<file path="config.mk">
export PLATFORM = sky130hd
export DESIGN_NAME = vlq_msb_first_codec_flat
export DESIGN_NICKNAME = d
export VERILOG_FILES = /design/src/design/vlq_pkg.sv /design/src/design/vlq_in_if.sv /design/src/design/vlq_out_if.sv /design/src/design/vlq_msb_first_codec.sv /design/src/design/vlq_ctrl.sv /design/src/design/vlq_dp.sv /design/src/flat_wrapper.sv
export SDC_FILE = /design/constraint.sdc
export NUM_CORES = 1
export LEC_CHECK = 0
export BUFFER_PORTS_ARGS = -buffer_cell sky130_fd_sc_hd__buf_2
export CAP_MARGIN = 20
export CORE_ASPECT_RATIO = 0.75
export CORE_MARGIN = 2
export CORE_UTILIZATION = 33
export DETAILED_ROUTE_END_ITERATION = 10
export GPL_TIMING_DRIVEN = 0
export PLACE_DENSITY = 0.59
export SKIP_CTS_REPAIR_TIMING = 1
export SLEW_MARGIN = 20
export SYNTH_ARGS = -nofsm -noshare
export SYNTH_HDL_FRONTEND = slang
export SYNTH_HIERARCHICAL = 1
export SYNTH_SLANG_ARGS = --single-unit
</file>
<file path="constraint.sdc">
create_clock -name clk_i -period 3.6 [get_ports clk_i]
set_clock_uncertainty 0.15 [all_clocks]
set_input_delay 0.18 -clock clk_i [delete_from_list [all_inputs] [get_ports clk_i]]
set_output_delay 0.18 -clock clk_i [all_outputs]
set_load 0.02 [all_outputs]
</file>
<file path="src/design/vlq_pkg.sv">
package vlq_pkg;

  localparam int unsigned MAX_GROUPS  = 5;
  localparam int unsigned GROUP_BITS  = 7;
  localparam int unsigned VALUE_WIDTH = 32;
  localparam int unsigned VALUE_IN_W  = 31;
  localparam int unsigned VALUE_OUT_W = 32;
  localparam int unsigned BYTE_W      = 8;
  localparam int unsigned MORE_IDX    = BYTE_W - 1;
  localparam int unsigned CNT_W       = $clog2(MAX_GROUPS + 1);
  localparam int unsigned PAD_W       = (MAX_GROUPS * GROUP_BITS > VALUE_IN_W) ?
                                        MAX_GROUPS * GROUP_BITS : VALUE_IN_W;

  localparam logic MODE_ENCODE = 1'b0;
  localparam logic MODE_DECODE = 1'b1;
  localparam logic KIND_BYTE   = 1'b0;
  localparam logic KIND_VALUE  = 1'b1;

  typedef struct packed {
    logic                  mode;
    logic [VALUE_IN_W-1:0] value_in;
    logic [BYTE_W-1:0]     byte_in;
  } in_word_t;

  typedef struct packed {
    logic                   kind;
    logic [BYTE_W-1:0]      byte_out;
    logic [VALUE_OUT_W-1:0] value_out;
    logic                   last;
  } out_word_t;

  typedef enum logic {
    ST_IDLE,
    ST_ENC
  } ctrl_state_e;

  typedef struct packed {
    logic accept_enc;
    logic accept_dec;
    logic enc_step;
  } cmd_t;

  typedef struct packed {
    logic out_free;
    logic is_decode;
    logic first_last;
    logic rem_last;
  } stat_t;

  // Number of 7-bit groups needed, at least one, saturating at MAX_GROUPS.
  function automatic logic [CNT_W-1:0] group_count(input logic [VALUE_IN_W-1:0] v);
    logic [PAD_W-1:0] p;
    logic [CNT_W-1:0] n;
    p = PAD_W'(v);
    n = CNT_W'(1);
    for (int k = 1; k < MAX_GROUPS; k++) begin
      if ((p >> (GROUP_BITS * k)) != '0) n = CNT_W'(k + 1);
    end
    return n;
  endfunction

  function automatic logic [GROUP_BITS-1:0] group_at(input logic [VALUE_IN_W-1:0] v,
                                                     input logic [CNT_W-1:0] idx);
    logic [PAD_W-1:0]      p;
    logic [GROUP_BITS-1:0] g;
    p = PAD_W'(v);
    g = '0;
    for (int k = 0; k < MAX_GROUPS; k++) begin
      if (idx == CNT_W'(k)) g = p[k*GROUP_BITS +: GROUP_BITS];
    end
    return g;
  endfunction

endpackage

</file>
<file path="src/design/vlq_in_if.sv">
interface vlq_in_if;
  logic               valid;
  logic               ready;
  vlq_pkg::in_word_t  data;

  modport source (output valid, output data, input ready);
  modport sink (input valid, input data, output ready);
  modport monitor (input valid, input data, input ready);
endinterface

</file>
<file path="src/design/vlq_out_if.sv">
interface vlq_out_if;
  logic               valid;
  logic               ready;
  vlq_pkg::out_word_t data;

  modport source (output valid, output data, input ready);
  modport sink (input valid, input data, output ready);
  modport monitor (input valid, input data, input ready);
endinterface

</file>
<file path="src/design/vlq_msb_first_codec.sv">
// Channel  Dir  Payload                                   Handshake
// in_ch    in   mode, value_in[30:0], byte_in[7:0]         valid/ready
// out_ch   out  kind, byte_out[7:0], value_out[31:0], last valid/ready
//
// Decode: each byte is taken when the output is free; a byte with bit 7 clear yields one value word.
// Encode: one to MAX_GROUPS bytes per value, one byte per cycle from the output register
// while the output is free; the byte counter in the datapath counts the bytes left.
// Reset clears the decode accumulator, the sequencer and the output valid.
// A stalled output word holds and blocks the sequencer until taken.
module vlq_msb_first_codec (
  input  logic      clk_i,
  input  logic      rst_ni,
  vlq_in_if.sink    in_ch,
  vlq_out_if.source out_ch
);

  vlq_pkg::cmd_t  cmd;
  vlq_pkg::stat_t stat;

  vlq_ctrl u_ctrl (
    .clk_i      (clk_i),
    .rst_ni     (rst_ni),
    .in_valid_i (in_ch.valid),
    .stat_i     (stat),
    .in_ready_o (in_ch.ready),
    .cmd_o      (cmd)
  );

  vlq_dp u_dp (
    .clk_i       (clk_i),
    .rst_ni      (rst_ni),
    .in_data_i   (in_ch.data),
    .out_ready_i (out_ch.ready),
    .cmd_i       (cmd),
    .stat_o      (stat),
    .out_valid_o (out_ch.valid),
    .out_data_o  (out_ch.data)
  );

endmodule

</file>
<file path="src/design/vlq_ctrl.sv">
module vlq_ctrl (
  input  logic            clk_i,
  input  logic            rst_ni,
  input  logic            in_valid_i,
  input  vlq_pkg::stat_t  stat_i,
  output logic            in_ready_o,
  output vlq_pkg::cmd_t   cmd_o
);

  vlq_pkg::ctrl_state_e state_q, state_d;

  always_ff @(posedge clk_i or negedge rst_ni) begin
    if (!rst_ni) begin
      state_q <= vlq_pkg::ST_IDLE;
    end else begin
      state_q <= state_d;
    end
  end

  always_comb begin
    state_d    = state_q;
    in_ready_o = 1'b0;
    cmd_o      = '0;
    case (state_q)
      vlq_pkg::ST_IDLE: begin
        in_ready_o = stat_i.out_free;
        if (in_valid_i && stat_i.out_free) begin
          if (stat_i.is_decode) begin
            cmd_o.accept_dec = 1'b1;
          end else begin
            // first byte goes out on accept, the rest one per cycle while the output is free
            cmd_o.accept_enc = 1'b1;
            if (!stat_i.first_last) state_d = vlq_pkg::ST_ENC;
          end
        end
      end
      vlq_pkg::ST_ENC: begin
        if (stat_i.out_free) begin
          cmd_o.enc_step = 1'b1;
          if (stat_i.rem_last) state_d = vlq_pkg::ST_IDLE;
        end
      end
      default: begin
        state_d = vlq_pkg::ST_IDLE;
      end
    endcase
  end

endmodule

</file>
<file path="src/design/vlq_dp.sv">
module vlq_dp (
  input  logic               clk_i,
  input  logic               rst_ni,
  input  vlq_pkg::in_word_t  in_data_i,
  input  logic               out_ready_i,
  input  vlq_pkg::cmd_t      cmd_i,
  output vlq_pkg::stat_t     stat_o,
  output logic               out_valid_o,
  output vlq_pkg::out_word_t out_data_o
);

  logic [vlq_pkg::VALUE_IN_W-1:0]  val_q;
  logic [vlq_pkg::CNT_W-1:0]       rem_q;
  logic [vlq_pkg::VALUE_WIDTH-1:0] acc_q, acc_d;
  logic [vlq_pkg::VALUE_WIDTH-1:0] acc_nxt;
  logic                            out_valid_q, out_valid_d;
  vlq_pkg::out_word_t              out_q, out_d;

  logic [vlq_pkg::CNT_W-1:0]       n_groups;
  logic [vlq_pkg::CNT_W-1:0]       step_idx;
  logic [vlq_pkg::GROUP_BITS-1:0]  first_grp, step_grp;
  logic                            dec_final;

  assign n_groups  = vlq_pkg::group_count(in_data_i.value_in);
  assign first_grp = vlq_pkg::group_at(in_data_i.value_in, n_groups - vlq_pkg::CNT_W'(1));
  assign step_idx  = rem_q - vlq_pkg::CNT_W'(1);
  assign step_grp  = vlq_pkg::group_at(val_q, step_idx);
  assign acc_nxt   = vlq_pkg::VALUE_WIDTH'({acc_q, in_data_i.byte_in[vlq_pkg::GROUP_BITS-1:0]});
  assign dec_final = !in_data_i.byte_in[vlq_pkg::MORE_IDX];

  assign stat_o.out_free   = !out_valid_q || out_ready_i;
  assign stat_o.is_decode  = (in_data_i.mode == vlq_pkg::MODE_DECODE);
  assign stat_o.first_last = (n_groups == vlq_pkg::CNT_W'(1));
  assign stat_o.rem_last   = (rem_q == vlq_pkg::CNT_W'(1));

  always_comb begin
    acc_d       = acc_q;
    out_d       = out_q;
    out_valid_d = out_valid_q && !out_ready_i;
    if (cmd_i.accept_enc) begin
      out_valid_d     = 1'b1;
      out_d.kind      = vlq_pkg::KIND_BYTE;
      out_d.byte_out  = {!stat_o.first_last, first_grp};
      out_d.value_out = '0;
      out_d.last      = stat_o.first_last;
    end else if (cmd_i.enc_step) begin
      out_valid_d     = 1'b1;
      out_d.kind      = vlq_pkg::KIND_BYTE;
      out_d.byte_out  = {!stat_o.rem_last, step_grp};
      out_d.value_out = '0;
      out_d.last      = stat_o.rem_last;
    end else if (cmd_i.accept_dec) begin
      if (dec_final) begin
        acc_d           = '0;
        out_valid_d     = 1'b1;
        out_d.kind      = vlq_pkg::KIND_VALUE;
        out_d.byte_out  = '0;
        out_d.value_out = vlq_pkg::VALUE_OUT_W'(acc_nxt);
        out_d.last      = 1'b1;
      end else begin
        acc_d = acc_nxt;
      end
    end
  end

  always_ff @(posedge clk_i or negedge rst_ni) begin
    if (!rst_ni) begin
      acc_q       <= '0;
      out_valid_q <= 1'b0;
      rem_q       <= '0;
    end else begin
      acc_q       <= acc_d;
      out_valid_q <= out_valid_d;
      if (cmd_i.accept_enc) begin
        rem_q <= n_groups - vlq_pkg::CNT_W'(1);
      end else if (cmd_i.enc_step) begin
        rem_q <= step_idx;
      end
    end
  end

  always_ff @(posedge clk_i) begin
    out_q <= out_d;
    if (cmd_i.accept_enc) val_q <= in_data_i.value_in;
  end

  assign out_valid_o = out_valid_q;
  assign out_data_o  = out_q;

endmodule

</file>
<file path="src/flat_wrapper.sv">
// flat-port wrapper written by rule: the top's interface ports become plain ports
module vlq_msb_first_codec_flat 
  (clk_i, rst_ni, in_ch_valid, in_ch_data, in_ch_ready, out_ch_valid, out_ch_data, out_ch_ready);
  vlq_in_if in_ch_i ();
  vlq_out_if out_ch_i ();
  input  logic clk_i;
  input  logic rst_ni;
  input wire logic [$bits(in_ch_i.valid)-1:0] in_ch_valid;
  input wire logic [$bits(in_ch_i.data)-1:0] in_ch_data;
  output wire logic [$bits(in_ch_i.ready)-1:0] in_ch_ready;
  output wire logic [$bits(out_ch_i.valid)-1:0] out_ch_valid;
  output wire logic [$bits(out_ch_i.data)-1:0] out_ch_data;
  input wire logic [$bits(out_ch_i.ready)-1:0] out_ch_ready;
  assign in_ch_i.valid = in_ch_valid;
  assign in_ch_i.data = in_ch_data;
  assign in_ch_ready = in_ch_i.ready;
  assign out_ch_valid = out_ch_i.valid;
  assign out_ch_data = out_ch_i.data;
  assign out_ch_i.ready = out_ch_ready;
  vlq_msb_first_codec u_core (.clk_i(clk_i), .rst_ni(rst_ni), .in_ch(in_ch_i), .out_ch(out_ch_i));
endmodule
</file>
==> flow_metrics.env, run 1 <==
export IMPL_status="complete, no violations"
export IMPL_boundaryPins=88
export IMPL_crit_fanout=10
export IMPL_start_util_pct=34.0
export IMPL_max_slew_margin_pct=44.0
export IMPL_slew_viol_final=0
export IMPL_final_cells=774
export IMPL_rows=36
export IMPL_wl_mm=11.7
export IMPL_crit_arrival_ns=3.38
export IMPL_layout_nets=652
export IMPL_cp_cell_sequence="dlygate4sd3_1, buf_2, nor4_1, nand2_1, o21ai_0, inv_1, ha_1, buf_4, nand3b_1, a21oi_1, a2111oi_0, o32ai_1"
export IMPL_die_x_um=138
export IMPL_required_ns=3.49
export IMPL_wl_per_cell_um=15.2
export IMPL_pre_cts_ws_ns=0.319
export IMPL_cp_slowest_cell="a2111oi_0"
export IMPL_drv_cap=0
export IMPL_ys_seq_elements=103
export IMPL_dp_cells=722
export IMPL_final_setup_viol_count=0
export IMPL_core_area_um2=13100
export IMPL_layout_min_cycle_time_ns=3.49
export IMPL_setup_ws_ns=0.107
export IMPL_yosysTopAreaCell="edfxtp_1"
export IMPL_dr_pass1_iters=5
export IMPL_ys_types=41
export IMPL_syn_area_um2=4460
export IMPL_r2r_cells=6
export IMPL_dp_hpwl_mm=8.57
export IMPL_period_share_pct=97.0
export IMPL_p_per_area_nw_per_um2=656
export IMPL_cpPeakStageDelay_ns=0.75
export IMPL_syn_nets=519
export IMPL_seq_area_um2=2610
export IMPL_fmax_mhz=286
export IMPL_crit_type="primary input to flop"
export IMPL_grt_pass1_vias=3509
export IMPL_min_path_type="primary input to flop"
export IMPL_synthTopCellsByArea="edfxtp_1, dfrtp_1, dfxtp_1, nand2_1, a21oi_1"
export IMPL_clock_sinks=103
export IMPL_grt_max_degree=31
export IMPL_ys_warn_count=6
export IMPL_port_buffer_count=85
export IMPL_grt_use_total_pct=15.8
export IMPL_hold_depth=1
export IMPL_vias=3839
export IMPL_num_antenna_cells=0
export IMPL_cts_made_buffers=9
export IMPL_cts_tree="done"
export IMPL_finalHoldViolCount=0
export IMPL_drive_above_1_share_pct=19.1
export IMPL_drc=0
export IMPL_dieHeight_um=105
export IMPL_path_clk_slew_ns=0.07
export IMPL_drtIter0Drc=367
export IMPL_root_buffer="clkbuf_16"
export IMPL_p_leak_nw=2.34
export IMPL_syn_instance_count=465
export IMPL_yosys_area_top_type_share_pct=26.9
export IMPL_vdd_drop_max_mv=0.261
export IMPL_die_area_um2=14500
export IMPL_postLayoutCoreUtil_pct=44.1
export IMPL_ys_seq_area_share_pct=58.6
export IMPL_multi_input_area_um2=1670
export IMPL_area_delta_synth_final_pct=29.7
export IMPL_grt_pass1_wl_mm=18.2
export IMPL_start_kind="primary input"
export IMPL_htree_levels=3
export IMPL_cp_end_kind="flop"
export IMPL_clock_latency_ns=0.34
export IMPL_tightest_slew_ns=0.819
export IMPL_avgViaCountPerCell=4.96
export IMPL_grt_overflow=0
export IMPL_syn_area_per_cell_um2=9.59
export IMPL_gp_congestion=0.874
export IMPL_clk_path_buf_depth=2
export IMPL_antenna_found_initial=0
export IMPL_ant_nets=0
export IMPL_fillers=1257
[report_power, final]
group          internal [mW]  switching (mW)  leakage (nW)
sequential              1.49           0.160          1.04
combinational          0.413           0.770          1.15
clock                  0.493           0.469         0.149
[cell families (layout without fill, tap and decap cells)]
logic type | after synthesis | in the layout | share of synthesized area, %
adders and majority gates | 10 | 10 | 2.81
and+or+nand+nor | 177 | 177 | 17.6
AOI/OAI and AO/OA | 125 | 125 | 16.0
muxes | 1 | 1 | 0.252
DFF | 103 | 103 | 58.6
buffers and inverters | 45 | 183 | 4.04
xor gates and xnor gates | 4 | 4 | 0.786
[flip-flops by register name (all words and copies together), names as in the netlist]
name and flops:
u_core/u_dp/out_data_o 42, u_core/u_dp/out_valid_o 1, u_core/u_ctrl/state_q 1, u_core/u_dp/acc_q 25
u_core/u_dp/rem_q 3, u_core/u_dp/val_q 31
[worst paths after layout]
| check | to | from | slack [ns] |
|---|---|---|---|
| setup / recovery | u_core/u_dp/out_data_o[34] | in_ch_data[18] | 0.11 |
| hold / removal | u_core/u_dp/val_q[30] | in_ch_data[38] | 0.03 |
| setup reg to reg | u_core/u_dp/out_data_o[33] | u_core/u_dp/out_valid_o | 1.18 |
| hold reg to reg | u_core/u_dp/out_data_o[27] | u_core/u_dp/out_data_o[27] | 0.31 |
| max in group asynchronous | u_core/u_dp/acc_q[8] | rst_ni | 2.58 |
| min in group asynchronous | u_core/u_dp/acc_q[21] | rst_ni | 0.27 |
[worst max-delay path, delay by kind of cell]
| kind | cells | cell delay, ns |
|---|---|---|
| adder cells (fa/ha/maj) | 1 | 0.25 |
| buffers and inverters | 4 | 0.99 |
| AO/OA/AOI/OAI | 4 | 1.39 |
| AND/OR/NAND/NOR | 3 | 0.57 |
[stage by stage]
stage / hold slack (ns) / setup TNS [ns] / total power, mW / area [um^2]
after floorplan: -0.266 / 0 / 2.40 / 4460
after global placement: 0.108 / 0 / 2.77 / 5100
after detailed placement: 0.116 / 0 / 2.82 / 5130
after CTS: -0.267 / 0 / 3.78 / 5430
after global routing: 0.0143 / -0.0259 / 4.03 / 5790
final: 0.0289 / 0 / 3.79 / 5790
[cells in the final DEF (no fill, tap or decap), types with 7 or more instances in the layout]
| cell | n |
|---|---|
| a211oi_1 | 7 |
| a21oi_1 | 58 |
| buf_2 | 88 |
| clkbuf_1 | 23 |
| clkbuf_16 | 9 |
| dfrtp_1 | 30 |
| dfxtp_1 | 33 |
| dlygate4sd3_1 | 36 |
| edfxtp_1 | 40 |
| ha_1 | 10 |
| inv_1 | 16 |
| nand2_1 | 136 |
| nand3b_1 | 7 |
| o21ai_0 | 38 |
| o32ai_1 | 7 |
[per-layer routing]
metal	GRT usage (%)	share of wire (%)	routed length, um	vias to the layer above
li1	-	-	-	1881
met1	22.9	49	5800	1826
met2	24.0	44	5200	120
met3	2.98	5.2	610	12
met4	4.59	1.1	124	0
met5	0	0	0	-
[area by class of cell]
cell class                 count  share of cell area [%]
tap                          171                    3.70
buffer                        29                    2.08
inverter                      16                    1.04
timing repair buffer         122                    14.1
multi-input combinational    317                    28.8
clock buffer                   9                    3.89
sequential                   103                    45.1
clock inverter                 7                    1.28
[synth_stat cells, drive strengths merged]
cell type  number
a2111oi         3
a211oi          7
a21o            1
a21oi          58
a221oi          3
a22o            1
a22oi           4
a31oi           2
and2            2
and2b           1
and3            1
and4b           1
and4bb          1
buf             6
clkbuf         23
dfrtp          30
dfxtp          33
edfxtp         40
ha             10
inv            16
mux2            1
nand2         136
nand2b          6
nand3           1
nand3b          7
nor2            6
nor2b           5
nor3            2
nor3b           1
nor4            4
o21a            1
o21ai          38
o32ai           7
or2             1
or3             1
or4             1
xnor2           2
xor2            2
(Power assumes the default switching activity.)
==> inputs of run 2 (changes only) <==
--- a/config.mk
+++ b/config.mk
@@ -5,14 +5,14 @@
 export SDC_FILE = /design/constraint.sdc
 export NUM_CORES = 1
 export LEC_CHECK = 0
-export BUFFER_PORTS_ARGS = -buffer_cell sky130_fd_sc_hd__buf_2
 export CAP_MARGIN = 20
 export CORE_ASPECT_RATIO = 0.75
 export CORE_MARGIN = 2
 export CORE_UTILIZATION = 33
 export DETAILED_ROUTE_END_ITERATION = 10
+export DONT_BUFFER_PORTS = 1
 export GPL_TIMING_DRIVEN = 0
-export PLACE_DENSITY = 0.59
+export PLACE_DENSITY = 0.54
 export SKIP_CTS_REPAIR_TIMING = 1
 export SLEW_MARGIN = 20
 export SYNTH_ARGS = -nofsm -noshare
==> run 2 against run 1 <==
Compared with the run above: register-to-register slack got worse by 0.20 ns; maximum frequency increased by 20%; combinational power decreased by 18%; non-clock buffer count decreased by 81; total power decreased by 3.6%; flip-flop and latch count unchanged; utilization decreased by 3.0 points; setup slack improved by 0.59 ns; global-route usage increased by 0.57 points; critical path type unchanged.
==> flow_metrics.env, run 2 (same netlist as run 1, synthesis figures left out) <==
export IMPL_status="complete, no violations"
export IMPL_wl_per_cell_um=17.2
export IMPL_fmax_mhz=345
export IMPL_finalSetupTns_ns=0
export IMPL_start_util_pct=34.0
export IMPL_ant_nets=0
export IMPL_htree_levels=3
export IMPL_root_buffer="clkbuf_16"
export IMPL_die_x_um=138
export IMPL_drv_cap=0
export IMPL_placed_area_um2=4700
export IMPL_vdd_drop_max_mv=0.368
export IMPL_slew_viol_final=0
export IMPL_largest_reg_flops=42
export IMPL_critPathTopFamily="compound AO/OA/AOI/OAI gates"
export IMPL_grt_overflow=0
export IMPL_vias=3500
export IMPL_port_buffer_count=0
export IMPL_core_area_um2=13100
export IMPL_dp_hpwl_mm=8.55
export IMPL_tightest_slew_ns=0.747
export IMPL_crit_fanout=10
export IMPL_cpPeakStageDelay_ns=0.69
export IMPL_fin_area_um2=5390
export IMPL_start_kind="primary input"
export IMPL_die_area_um2=14500
export IMPL_grt_pass1_vias=3214
export IMPL_grt_use_total_pct=16.4
export IMPL_final_setup_viol_count=0
export IMPL_crit_type="primary input to flop"
export IMPL_period_share_pct=80.6
export IMPL_drive_above_1_share_pct=5.94
export IMPL_wl_mm=11.9
export IMPL_max_slew_margin_pct=48.9
export IMPL_p_per_area_nw_per_um2=679
export IMPL_drtIter0Drc=243
export IMPL_clk_path_buf_depth=2
export IMPL_required_ns=3.50
export IMPL_dr_pass1_iters=5
export IMPL_area_delta_synth_final_pct=20.9
export IMPL_clock_latency_ns=0.35
export IMPL_finalHoldViolCount=0
export IMPL_layout_min_cycle_time_ns=2.90
export IMPL_gp_congestion=0.872
export IMPL_cp_end_kind="flop"
export IMPL_antenna_found_initial=0
export IMPL_cp_num_buf_inv=2
export IMPL_grt_max_degree=31
export IMPL_boundaryPins=88
export IMPL_cts_made_buffers=9
export IMPL_crit_arrival_ns=2.80
export IMPL_avgViaCountPerCell=5.05
export IMPL_cts_tree="done"
export IMPL_drc=0
export IMPL_p_leak_nw=1.96
export IMPL_final_cell_mix="nand2_1, a21oi_1, edfxtp_1"
export IMPL_rsz0062_at_grt="false"
export IMPL_path_clk_slew_ns=0.07
export IMPL_layout_nets=571
export IMPL_cp_slowest_cell="a2111oi_0"
export IMPL_rows=36
export IMPL_min_path_type="primary input to flop"
export IMPL_layout_commonest_cell="nand2_1"
export IMPL_cp_cell_sequence="nor4_1, and4b_1, o21ai_0, inv_1, ha_1, buf_2, nand3b_1, a21oi_1, a2111oi_0, o32ai_1"
export IMPL_num_antenna_cells=0
export IMPL_grt_pass1_wl_mm=18.1
export IMPL_clock_sinks=103
export IMPL_dieHeight_um=105
run 2: metal layers:
| layer | vias to the layer above | global-route usage, % | part of all wire [%] |
|---|---|---|---|
| met3 | 9 | 5.32 | 6.1 |
| met2 | 105 | 23.8 | 44 |
| met1 | 1674 | 23.0 | 49 |
| met4 | 0 | 5.32 | 1.3 |
| met5 | - | 0 | 0 |
| li1 | 1712 | - | - |
run 2: through the flow:
stage	std cells	hold WS (ns)	power, mW	utilization, %	worst slack, ns
2_1_floorplan	465	-0.266	2.40	-	0.814
3_3_place_gp	636	-0.265	2.67	35.7	0.102
3_5_place_dp	637	-0.264	2.70	35.9	0.472
4_1_cts	653	-0.650	3.65	38.0	0.845
5_1_grt	693	0.0434	3.90	41.1	0.536
6_report	693	0.0286	3.66	41.1	0.698
run 2: path summary, 6_finish.rpt:
check / startpoint / end / slack [ns] / depth (start not counted)
worst max-delay path: in_ch_data[31] / u_core/u_dp/out_data_o[35] / 0.70 / 10
worst min-delay path: in_ch_data[37] / u_core/u_dp/out_data_o[34] / 0.03 / 2
worst max register to register: u_core/u_dp/out_valid_o / u_core/u_dp/out_data_o[35] / 0.98 / 6
worst min register to register: u_core/u_dp/acc_q[18] / u_core/u_dp/acc_q[18] / 0.34 / 2
max in group asynchronous: rst_ni / u_core/u_dp/acc_q[4] / 3.01 / 2
min in group asynchronous: rst_ni / u_core/u_dp/acc_q[19] / 0.10 / 2
run 2: worst register-to-register path: stages, from the launching register on:
cell,delay [ns]
dfrtp_1,0.46
nand2b_1,0.25
and4bb_2,0.55
or2_2,0.18
clkbuf_1,0.24
nor2_1,0.14
inv_1,0.30
run 2: final cells by class:
cell class / instances / area [um^2]
fill: 1284 / 7710
sequential: 103 / 2610
multi-input combinational: 317 / 1670
timing repair buffer: 41 / 438
clock buffer: 9 / 225
tap: 171 / 214
buffer: 29 / 120
inverter: 16 / 60.1
clock inverter: 7 / 55.1
run 2: where the power goes:
| group | internal (mW) | switching (mW) | total (mW) |
|---|---|---|---|
| Combinational | 0.344 | 0.617 | 0.962 |
| Sequential | 1.50 | 0.271 | 1.77 |
| Clock | 0.477 | 0.454 | 0.931 |
